==> src/hdl/rms_current_meter_with_run_detect_core_defines.svh <==
// ----------------------------------------------------------------------------
// RMS current meter assertion macros
// Assertion wrappers for the RMS current meter, removable with ASSERT_OFF.
// ----------------------------------------------------------------------------
`ifndef RMS_CURRENT_METER_WITH_RUN_DETECT_CORE_DEFINES_SVH
`define RMS_CURRENT_METER_WITH_RUN_DETECT_CORE_DEFINES_SVH

`ifndef ASSERT_OFF
`define RMSC_ASSERT(lbl, prop, msg) \
    lbl: assert property (@(posedge aclk) disable iff (!aresetn) prop) else $error(msg);
`define RMSC_ASSERT_NEXT(lbl, ante, cons, msg) \
    lbl: assert property (@(posedge aclk) disable iff (!aresetn) (ante) |=> (cons)) \
        else $error(msg);
`else
`define RMSC_ASSERT(lbl, prop, msg)
`define RMSC_ASSERT_NEXT(lbl, ante, cons, msg)
`endif

`endif

==> src/hdl/rmsc_pkg.sv <==
// ----------------------------------------------------------------------------
// RMS current meter package
// Widths, reset values, register indexes and sequencer states.
// ----------------------------------------------------------------------------
`default_nettype none

package rmsc_pkg;

    localparam int COUNT_BITS = 16;
    localparam logic [COUNT_BITS-1:0] COUNT_MAX = {COUNT_BITS{1'b1}};

    localparam int SUM_W    = 64;
    localparam int OFS_W    = 28;
    localparam int ALU_W    = 35;
    localparam int PROD_W   = 56;
    localparam int ROOT_W   = 32;
    localparam int ITER_W   = 6;

    localparam logic [ITER_W-1:0] DIV_LAST  = ITER_W'(SUM_W - 1);
    localparam logic [ITER_W-1:0] SQRT_LAST = ITER_W'(SUM_W / 2 - 1);

    localparam logic [OFS_W-1:0] OFFSET_RESET = 28'd108134400;

    localparam logic [23:0] CAL_RESET   = 24'd1966080;
    localparam logic [15:0] NOISE_RESET = 16'd100;
    localparam logic [15:0] ON_RESET    = 16'd500;
    localparam logic [15:0] OFF_RESET   = 16'd300;

    localparam logic [3:0] REG_CAL   = 4'd0;
    localparam logic [3:0] REG_NOISE = 4'd1;
    localparam logic [3:0] REG_ON    = 4'd2;
    localparam logic [3:0] REG_OFF   = 4'd3;

    localparam logic FUNC_SAMPLE = 1'b0;
    localparam logic FUNC_CLOSE  = 1'b1;

    typedef enum logic [8:0] {
        ST_IDLE = 9'b000000001,
        ST_OFS  = 9'b000000010,
        ST_FILT = 9'b000000100,
        ST_SQ   = 9'b000001000,
        ST_ACC  = 9'b000010000,
        ST_DIV  = 9'b000100000,
        ST_SQRT = 9'b001000000,
        ST_MUL  = 9'b010000000,
        ST_FIN  = 9'b100000000
    } state_t;

endpackage

`default_nettype wire

==> src/hdl/rms_current_meter_with_run_detect_core.sv <==
// ----------------------------------------------------------------------------
// RMS current meter with run detection
// Offset-tracked sample accumulation, windowed RMS, calibration and hysteresis.
// ----------------------------------------------------------------------------
// A sample word runs offset update, filter, square and accumulate in turn.
// A close word runs 64 restoring divide steps and 32 square root
// steps on one shared 35-bit subtractor, then one multiply on the shared
// 32x24 multiplier and a final saturate/hysteresis step; an empty window
// skips to that step. The input is not ready while a word is in progress.
// A finished result sits in an output register; samples keep flowing while it
// waits, a following close waits for it to be taken.
`default_nettype none

`include "rms_current_meter_with_run_detect_core_defines.svh"

module rms_current_meter_with_run_detect_core
    import rmsc_pkg::*;
(
    input  wire logic        aclk,
    input  wire logic        aresetn,
    input  wire logic        s_tvalid,
    output logic             s_tready,
    input  wire logic [15:0] s_tdata,     // [11:0] sample_mv
    input  wire logic        s_tuser,     // [0] func
    output logic             m_tvalid,
    input  wire logic        m_tready,
    output logic [55:0]      m_tdata,     // [15:0] current_ma, [16] running,
                                          // [48:17] run_count
    input  wire logic        cfg_wr_en,
    input  wire logic [3:0]  cfg_addr,
    input  wire logic [23:0] cfg_wr_data
);

    state_t                  state_reg, state_next;
    logic [23:0]             cal_reg, cal_next;
    logic [15:0]             noise_reg, noise_next;
    logic [15:0]             on_reg, on_next;
    logic [15:0]             off_reg, off_next;
    logic [OFS_W-1:0]        offset_reg, offset_next;
    logic [SUM_W-1:0]        sum_reg, sum_next;
    logic [COUNT_BITS-1:0]   count_reg, count_next;
    logic                    run_flag_reg, run_flag_next;
    logic [31:0]             run_cnt_reg, run_cnt_next;
    logic [11:0]             samp_reg, samp_next;
    logic [16:0]             fabs_reg, fabs_next;
    logic [PROD_W-1:0]       prod_reg, prod_next;
    logic [SUM_W-1:0]        work_reg, work_next;
    logic [ALU_W-1:0]        rem_reg, rem_next;
    logic [ROOT_W-1:0]       root_reg, root_next;
    logic [ITER_W-1:0]       iter_reg, iter_next;
    logic [15:0]             cur_reg, cur_next;
    logic                    m_valid_reg, m_valid_next;

    logic                    in_acc;
    logic [OFS_W-1:0]        s_q16;
    logic signed [OFS_W:0]   diff_s;
    logic signed [OFS_W:0]   diff_sh;
    logic [16:0]             f_val;
    logic [ALU_W-1:0]        sub_a, sub_b;
    logic [ALU_W:0]          sub_d;
    logic                    borrow;
    logic [ROOT_W-1:0]       mul_a;
    logic [23:0]             mul_b;
    logic [PROD_W-1:0]       mul_p;
    logic [15:0]             cur_sat, cur_fl;
    logic                    out_free;

    assign s_tready = (state_reg == ST_IDLE);
    assign in_acc   = s_tvalid && s_tready;
    assign m_tvalid = m_valid_reg;
    assign m_tdata  = {7'd0, run_cnt_reg, run_flag_reg, cur_reg};
    assign out_free = !m_valid_reg || m_tready;

    // offset-free sample, Q12.16 signed
    assign s_q16   = {samp_reg, 16'd0};
    assign diff_s  = $signed({1'b0, s_q16}) - $signed({1'b0, offset_reg});
    assign diff_sh = diff_s >>> 10;
    assign f_val   = diff_s[OFS_W:12];

    // shared subtractor: divide and square root steps
    always_comb begin
        sub_a = '0;
        sub_b = '0;
        case (state_reg)
            ST_DIV: begin
                sub_a = {{(ALU_W-COUNT_BITS-1){1'b0}}, rem_reg[COUNT_BITS-1:0],
                         work_reg[SUM_W-1]};
                sub_b = {{(ALU_W-COUNT_BITS){1'b0}}, count_reg};
            end
            ST_SQRT: begin
                sub_a = {rem_reg[ALU_W-3:0], work_reg[SUM_W-1:SUM_W-2]};
                sub_b = {1'b0, root_reg, 2'b01};
            end
            default: begin
                sub_a = '0;
                sub_b = '0;
            end
        endcase
    end
    assign sub_d  = {1'b0, sub_a} - {1'b0, sub_b};
    assign borrow = sub_d[ALU_W];

    // shared multiplier: sample square and calibration scale
    always_comb begin
        if (state_reg == ST_SQ) begin
            mul_a = {15'd0, fabs_reg};
            mul_b = {7'd0, fabs_reg};
        end else begin
            mul_a = root_reg;
            mul_b = cal_reg;
        end
    end
    assign mul_p = PROD_W'(mul_a) * PROD_W'(mul_b);

    assign cur_sat = (|prod_reg[PROD_W-1:36]) ? 16'hFFFF : prod_reg[35:20];
    assign cur_fl  = (cur_sat < noise_reg) ? 16'd0 : cur_sat;

    always_comb begin
        state_next    = state_reg;
        cal_next      = cal_reg;
        noise_next    = noise_reg;
        on_next       = on_reg;
        off_next      = off_reg;
        offset_next   = offset_reg;
        sum_next      = sum_reg;
        count_next    = count_reg;
        run_flag_next = run_flag_reg;
        run_cnt_next  = run_cnt_reg;
        samp_next     = samp_reg;
        fabs_next     = fabs_reg;
        prod_next     = prod_reg;
        work_next     = work_reg;
        rem_next      = rem_reg;
        root_next     = root_reg;
        iter_next     = iter_reg;
        cur_next      = cur_reg;
        m_valid_next  = m_valid_reg;

        if (m_valid_reg && m_tready) begin
            m_valid_next = 1'b0;
        end

        if (cfg_wr_en) begin
            case (cfg_addr)
                REG_CAL:   cal_next   = cfg_wr_data;
                REG_NOISE: noise_next = cfg_wr_data[15:0];
                REG_ON:    on_next    = cfg_wr_data[15:0];
                REG_OFF:   off_next   = cfg_wr_data[15:0];
                default:   ;
            endcase
        end

        case (state_reg)
            ST_IDLE: begin
                if (in_acc) begin
                    samp_next = s_tdata[11:0];
                    if (s_tuser == FUNC_SAMPLE) begin
                        if (count_reg != COUNT_MAX) begin
                            state_next = ST_OFS;
                        end
                    end else if (count_reg == '0) begin
                        prod_next  = '0;
                        state_next = ST_FIN;
                    end else begin
                        work_next  = sum_reg;
                        rem_next   = '0;
                        iter_next  = '0;
                        state_next = ST_DIV;
                    end
                end
            end
            ST_OFS: begin
                offset_next = offset_reg + diff_sh[OFS_W-1:0];
                state_next  = ST_FILT;
            end
            ST_FILT: begin
                fabs_next  = f_val[16] ? (~f_val + 17'd1) : f_val;
                state_next = ST_SQ;
            end
            ST_SQ: begin
                prod_next  = mul_p;
                state_next = ST_ACC;
            end
            ST_ACC: begin
                sum_next   = sum_reg + SUM_W'(prod_reg);
                count_next = count_reg + 1'b1;
                state_next = ST_IDLE;
            end
            ST_DIV: begin
                rem_next  = borrow ? sub_a : sub_d[ALU_W-1:0];
                work_next = {work_reg[SUM_W-2:0], ~borrow};
                iter_next = iter_reg + 1'b1;
                if (iter_reg == DIV_LAST) begin
                    rem_next   = '0;
                    root_next  = '0;
                    iter_next  = '0;
                    state_next = ST_SQRT;
                end
            end
            ST_SQRT: begin
                rem_next  = borrow ? sub_a : sub_d[ALU_W-1:0];
                root_next = {root_reg[ROOT_W-2:0], ~borrow};
                work_next = {work_reg[SUM_W-3:0], 2'b00};
                iter_next = iter_reg + 1'b1;
                if (iter_reg == SQRT_LAST) begin
                    state_next = ST_MUL;
                end
            end
            ST_MUL: begin
                prod_next  = mul_p;
                state_next = ST_FIN;
            end
            ST_FIN: begin
                if (out_free) begin
                    cur_next     = cur_fl;
                    m_valid_next = 1'b1;
                    sum_next     = '0;
                    count_next   = '0;
                    if (!run_flag_reg && (cur_fl >= on_reg)) begin
                        run_flag_next = 1'b1;
                    end else if (run_flag_reg && (cur_fl < off_reg)) begin
                        run_flag_next = 1'b0;
                        run_cnt_next  = run_cnt_reg + 32'd1;
                    end
                    state_next = ST_IDLE;
                end
            end
            default: begin
                state_next = ST_IDLE;
            end
        endcase
    end

    always_ff @(posedge aclk) begin
        if (!aresetn) begin
            state_reg    <= ST_IDLE;
            cal_reg      <= CAL_RESET;
            noise_reg    <= NOISE_RESET;
            on_reg       <= ON_RESET;
            off_reg      <= OFF_RESET;
            offset_reg   <= OFFSET_RESET;
            sum_reg      <= '0;
            count_reg    <= '0;
            run_flag_reg <= 1'b0;
            run_cnt_reg  <= '0;
            iter_reg     <= '0;
            m_valid_reg  <= 1'b0;
        end else begin
            state_reg    <= state_next;
            cal_reg      <= cal_next;
            noise_reg    <= noise_next;
            on_reg       <= on_next;
            off_reg      <= off_next;
            offset_reg   <= offset_next;
            sum_reg      <= sum_next;
            count_reg    <= count_next;
            run_flag_reg <= run_flag_next;
            run_cnt_reg  <= run_cnt_next;
            iter_reg     <= iter_next;
            m_valid_reg  <= m_valid_next;
        end
    end

    always_ff @(posedge aclk) begin
        samp_reg <= samp_next;
        fabs_reg <= fabs_next;
        prod_reg <= prod_next;
        work_reg <= work_next;
        rem_reg  <= rem_next;
        root_reg <= root_next;
        cur_reg  <= cur_next;
    end

    // a sample into a full window leaves the window count and state unchanged
    `RMSC_ASSERT_NEXT(a_full_ignored, in_acc && (s_tuser == FUNC_SAMPLE) && (count_reg == COUNT_MAX), (count_reg == COUNT_MAX) && (state_reg == ST_IDLE), "sample into full window was taken")
    // a new result leaves an empty window behind
    `RMSC_ASSERT(a_window_cleared, $rose(m_valid_reg) |-> (count_reg == '0) && (sum_reg == '0), "window not cleared on close")
    // the run counter moves only on a running-to-stopped transition
    `RMSC_ASSERT(a_run_count_edge, (run_cnt_reg != $past(run_cnt_reg)) |-> ($past(run_flag_reg) && !run_flag_reg), "run count moved without stop")

endmodule

`default_nettype wire
==> config.mk <==
export PLATFORM = sky130hd
export DESIGN_NAME = rms_current_meter_with_run_detect_core
export DESIGN_NICKNAME = d
export VERILOG_FILES = /design/src/hdl/rmsc_pkg.sv /design/src/hdl/rms_current_meter_with_run_detect_core.sv
export VERILOG_INCLUDE_DIRS = /design/src /design/src/hdl
export SDC_FILE = /design/constraint.sdc
export NUM_CORES = 2
export LEC_CHECK = 0
export BUFFER_PORTS_ARGS = -buffer_cell sky130_fd_sc_hd__buf_2
export CAP_MARGIN = 20
export CORE_ASPECT_RATIO = 0.5
export CORE_MARGIN = 3
export CORE_UTILIZATION = 59
export DETAILED_ROUTE_END_ITERATION = 10
export PLACE_DENSITY = 0.77
export SLEW_MARGIN = 20
export SYNTH_ARGS = -nofsm -noshare
export SYNTH_HDL_FRONTEND = slang
export SYNTH_SLANG_ARGS = --single-unit
==> constraint.sdc <==
create_clock -name aclk -period 8.2 [get_ports aclk]
set_input_delay 0.41 -clock aclk [delete_from_list [all_inputs] [get_ports aclk]]
set_output_delay 0.41 -clock aclk [all_outputs]
set_load 0.01 [all_outputs]
=== Yosys cells after proc, flatten, opt, wreduce, memory -nomap -nowiden ===
Cells that the tools add are included.

* Register bits: 459
* Bits in latches: 0
* RAM bits: 0
* ROM bits: 0
* Input port bits: 50
* Output and inout port bits: 58
* Word-level logic and storage cells: 132
* Memories: 0

* $add $sub $neg: 8
* Multipliers: 1
* Divide/modulo/power cells: 0
* Magnitude comparators: 3
* Equal/unequal tests: 23
* Shift-type cells: 0
* Multiplexer cells: 45
* Bitwise operators: 3
* Reductions and logical operators: 29

{| class="wikitable"
|+ Operator list
! cell !! number
|-
| 2-to-1 mux 64 bit || 4
|-
| one-hot mux 64 bit (3 select lines) || 1
|-
| 2-to-1 mux 56 bit || 3
|-
| 2-to-1 mux 33 bit || 5
|-
| one-hot mux 64 bit (2 select lines) || 1
|-
| one-hot mux 56 bit (2 select lines) || 1
|-
| one-hot mux 33 bit (3 select lines) || 1
|-
| one-hot mux 9 bit (8 select lines) || 1
|-
| one-hot mux 35 bit (2 select lines) || 1
|-
| one-hot mux 34 bit (2 select lines) || 1
|-
| adder 64 x 56 -> 64 bit || 1
|-
| 2-to-1 mux 16 bit || 4
|-
| 2-to-1 mux 32 bit || 2
|-
| one-hot mux 32 bit (2 select lines) || 1
|-
| 2-to-1 mux 9 bit || 7
|-
| multiplier 32 x 24 -> 56 bit || 1
|-
| subtractor 35 x 34 -> 36 bit || 1
|-
| adder 32 x 1 -> 32 bit (second input constant) || 1
|-
| < comparator 16 bit || 2
|-
| one-hot mux 16 bit (2 select lines) || 1
|-
| subtractor 28 x 28 -> 29 bit || 1
|-
| adder 28 bit || 1
|-
| 2-to-1 mux 24 bit || 1
|-
| 2-to-1 mux 6 bit || 4
|-
| other kinds (38) || 65
|}

=== Longest topological paths before layout ===
* Depth after elaboration: 8
* Gate-level depth with buffers: 36

=== Worst setup path after synthesis ===
No wires, ideal clock.

* Path type: reg2reg
* From: register state_reg[8]
* To: register prod_reg[53] (data pin)
* Arrival time: 7969 ps
* Data required time: 7939 ps
* Slack: -31 ps
* Cell stages (with the launch flop): 34
* Period minus slack after synthesis: 8231 ps
* Cell sequence: dfxtp_1 -> nor3_1 -> nand2_1 -> nor3_1 -> and3b_1 -> clkbuf_1 -> clkbuf_1 -> nand2_1 -> nand2_1 -> clkbuf_1 -> nand2_1 -> fa_1 -> inv_1 -> fa_1 -> inv_1 -> fa_1 -> fa_1 -> inv_1 -> fa_1 -> fa_1 -> inv_1 -> fa_1 -> inv_1 -> ha_1 -> o21ai_0 -> o21ai_0 -> a21oi_1 -> o22ai_1 -> o21ai_0 -> nand2_1 -> a211oi_1 -> o21ai_0 -> a211o_1 -> nor4bb_1

* Cells in the longest elaborated chain, start to end: 4
* Elaborated cells between the ends (all ways): 8

{| class="wikitable"
|+ RTL lines
! what !! RTL line !! source
|-
| start: declaration || rms_current_meter_with_run_detect_core.sv:34 || <nowiki>state_t state_reg, state_next;</nowiki>
|-
| start signal: assignment || rms_current_meter_with_run_detect_core.sv:249 || <nowiki>state_reg <= state_next;</nowiki>
|-
| equality test 9 x 4 -> 1 bit || rms_current_meter_with_run_detect_core.sv:105, rms_current_meter_with_run_detect_core.sv:153 ||
|-
| 2-to-1 mux 32 bit or 2-to-1 mux 24 bit (tied branches) || rms_current_meter_with_run_detect_core.sv:105 || <nowiki>if (state_reg == ST_SQ) begin</nowiki>
|-
| multiplier 32 x 24 -> 56 bit || rms_current_meter_with_run_detect_core.sv:113 || <nowiki>assign mul_p = PROD_W'(mul_a) * PROD_W'(mul_b);</nowiki>
|-
| one-hot mux 56 bit (2 select lines) * || rms_current_meter_with_run_detect_core.sv:153 || <nowiki>case (state_reg)</nowiki>
|-
| end signal: assignment || rms_current_meter_with_run_detect_core.sv:267 || <nowiki>prod_reg <= prod_next;</nowiki>
|-
| end: declaration || rms_current_meter_with_run_detect_core.sv:46 || <nowiki>logic [PROD_W-1:0] prod_reg, prod_next;</nowiki>
|}

Mark *: on every way between the ends. The rest lies on a longest branch, timed or not.
A chain may end at the register's enable or synchronous reset.

=== Worst setup path in the final report ===
* From: register state_reg[6]
* To: register prod_reg[34] (data pin)

The elaborated chain is that of the path after synthesis.

==> flow_summary.ini <==
[detailed_routing]
via_per_inst = 6.113
num_vias = 45968
drtIter0Drc = 5196
antenna_left = 0
route.detailed.drc = 0
firstDrtPassIters = 6
wirelength_um = 176000
wl_per_cell_um = 23.40

[placed_design]
pre_cts_ws_ns = -1.050
place_congestion = 1.032
io_buffers = 96
hpwl_um = 135100

[logic_synthesis]
synth_top_cell_by_area = fa_1
synth_top_family_by_area = adder cells
synth-simple-area-share = 0.1891
netlist_instances = 5888
synth-edff-count = 230
synthAdderAreaFrac = 0.3429
synthMuxAreaShare = 0.005801
ys.flop_type = edfxtp_1
synth_compound_area_frac = 0.1234
ys_top_cells_by_area = fa_1 26%, edfxtp_1 13%, dfxtp_1 8.9%
synth_xor_area_frac = 0.03145
ys_warn_count = 0
ys_seq_area_frac = 0.2220
synthDistinctLibCells = 96
postSynthRegisterBits = 459
syn-cell-area_sq_um = 51760
synth_top_area_share = 0.2556
synth.avg_cell_area_sq_um = 8.791
ys_async_sr_fraction = 0

[die]
die_w_um = 424.9
core_area_sq_um = 86530
fp-row-count = 76
start_util = 0.5982
dieArea_sq_um = 91540
die_h_um = 215.4
ios = 108

[setup_path]
cp.depth = 37
crit_top_cell = fa_1
crit_path_start_kind = register
cp_top_family = adder cells
cp-end-kind = register
worst-path-max-fanout = 8
required_ns = 8.56
critPathKind = reg2reg
cpPeakStageDelay_ns = 0.57
reg2regPathDepth = 37
path_buf_inv = 13
worstPathArrival_ns = 8.82
critPathSlowestCell = fa_1

[global_routing]
grt_pass1_wl_um = 265400
antenna_found_initial = 15
grt_usage = 0.3762
grt_pass1_vias = 45821
grt.overflow.total = 0
grt_max_degree = 123

[sta]
skew_ns = 0.03914
setup_tns_ns = -2.954
hold_viol = 0
setup_viol = 24
worst_pin_slew_ns = 1.131
slew_violations = 0
max_freq_mhz = 118.3
fin_crit_sh = 1.031
min_period_ns = 8.455
setup_ws_ns = -0.2553
relSlewSlack = 0.2453
rsz0062_at_grt = yes

[power_and_ir_drop]
power.density_nw_per_um2 = 230.8
p_leak_uw = 0.02907
pwr-share-clk = 0.169
p_switching_uw = 6289
power.share.switching = 0.4455
p_seq_frac = 0.210
power_frac_comb = 0.621
ir_drop_mv = 0.4075
p_int_uw = 7829

[run]
drv_cap = 0

[run_status]
outcome = complete, but fails checks
violations = negative setup slack

[layout]
drive_gt1_frac = 0.1777
multi_input_area_sq_um = 37650
fin_util = 0.7069
seq_area_sq_um = 11500
area_growth_pct = 18.17
finalNetCount = 7375
fillerInstances = 6595

[clock_network]
clock_sinks = 459
clkTransAtPathRegs_ns = 0.07
h-tree-depth = 2
cts-buffers-inserted = 46
cts_max_path_buffers = 3
clock_latency_ns = 0.64
cts_root_buffer = clkbuf_16
tritoncts = built

[min_path]
min_path_cells = 3
worstHoldPathType = in2reg
[metrics by stage]
| step | hold WS [ns] | total power, uW | area [sq um] | cells |
|---|---|---|---|---|
| after floorplan | 0.4347 | 6605 | 51790 | 5894 |
| after global placement | 0.4444 | 9657 | 56240 | 7296 |
| after detailed placement | 0.4604 | 9784 | 56240 | 7296 |
| after CTS | 0.007065 | 12700 | 59560 | 7463 |
| after global routing | 0.01542 | 14670 | 61150 | 7513 |
| final | 0.02110 | 14120 | 61170 | 7520 |
[metal layers]
| layer | vias to the layer above | routed length (um) | GRT usage |
|---|---|---|---|
| met5 | - | 65 | 0 |
| met4 | 10 | 8129 | 0.1403 |
| met3 | 530 | 23060 | 0.1116 |
| met2 | 2599 | 72770 | 0.5379 |
| met1 | 22690 | 71970 | 0.5403 |
| li1 | 20139 | - | - |
[worst paths after layout]
| kind | startpoint | end | slack (ns) |
|---|---|---|---|
| worst max register to register | state_reg[6] | prod_reg[34] | -0.26 |
| worst min register to register | on_reg[11] | on_reg[11] | 0.47 |
| worst max-delay path | state_reg[6] | prod_reg[34] | -0.26 |
| worst min-delay path | cfg_wr_data[17] | cal_reg[17] | 0.02 |
[power groups by stage]
| stage | Sequential (uW) | Clock, uW | Combinational [uW] |
|---|---|---|---|
| after floorplan | 2910 | 0 | 3700 |
| after global placement | 2990 | 0 | 6670 |
| after detailed placement | 2990 | 0 | 6790 |
| after CTS | 2950 | 2400 | 7350 |
| after global routing | 2980 | 2490 | 9190 |
| final | 2960 | 2390 | 8760 |
[placed cells by master, fill, tap and decap left out, types with 187 or more instances in the layout]
cell	instances
inv_1	811
fa_1	625
and3_1	231
ha_1	335
nand2_1	914
edfxtp_1	230
nor2_1	277
a21oi_1	187
buf_4	455
dfxtp_1	224
[what timing repair did]
item,in CTS,in global routing
setup buffers,61,52
endpoints found under the setup margin,32,34
cloned,6,5
gates resized for setup,228,281
pin swaps,104,227
endpoints found under the hold margin,15,0
hold buffers,15,0
[worst reg2reg max path: cells and delay by family, from the launching register on]
kind / cells / cell delay (ns)
compound gates: 6 / 1.21
xor+xnor: 1 / 0.23
fa+ha+maj: 8 / 3.91
buf+inv: 13 / 1.60
flops: 1 / 0.33
simple gates: 9 / 0.89
[Yosys cell counts (65+ instances only)]
cell type	n
and3_1	246
fa_1	661
inv_1	850
a21boi_0	68
nor2_1	317
xnor2_1	98
xor2_1	86
edfxtp_1	230
nor2b_1	66
nand3_1	81
clkbuf_1	258
nand2b_1	65
a21oi_1	234
a21o_1	106
a22oi_1	111
o21ai_0	146
and2_1	129
nand2_1	960
ha_1	361
dfxtp_1	229
[kinds of logic after synthesis]
group	Yosys count
simple gates	2082
buf+inv	1154
compound gates	955
fa+ha+maj	1022
flops	459
other cells	1
mux	30
xor+xnor	185
[cell type report]
cell class | instances | share of cell area
well taps | 1170 | 0.02393
clock buffers | 60 | 0.02152
diodes | 9 | 0.0003682
multi-input cells | 4281 | 0.6156
repair buffers | 665 | 0.09293
clock inverters | 26 | 0.005502
flip-flops and latches | 459 | 0.1880
inverters | 850 | 0.05222
Power figures use the tool's default switching activity.
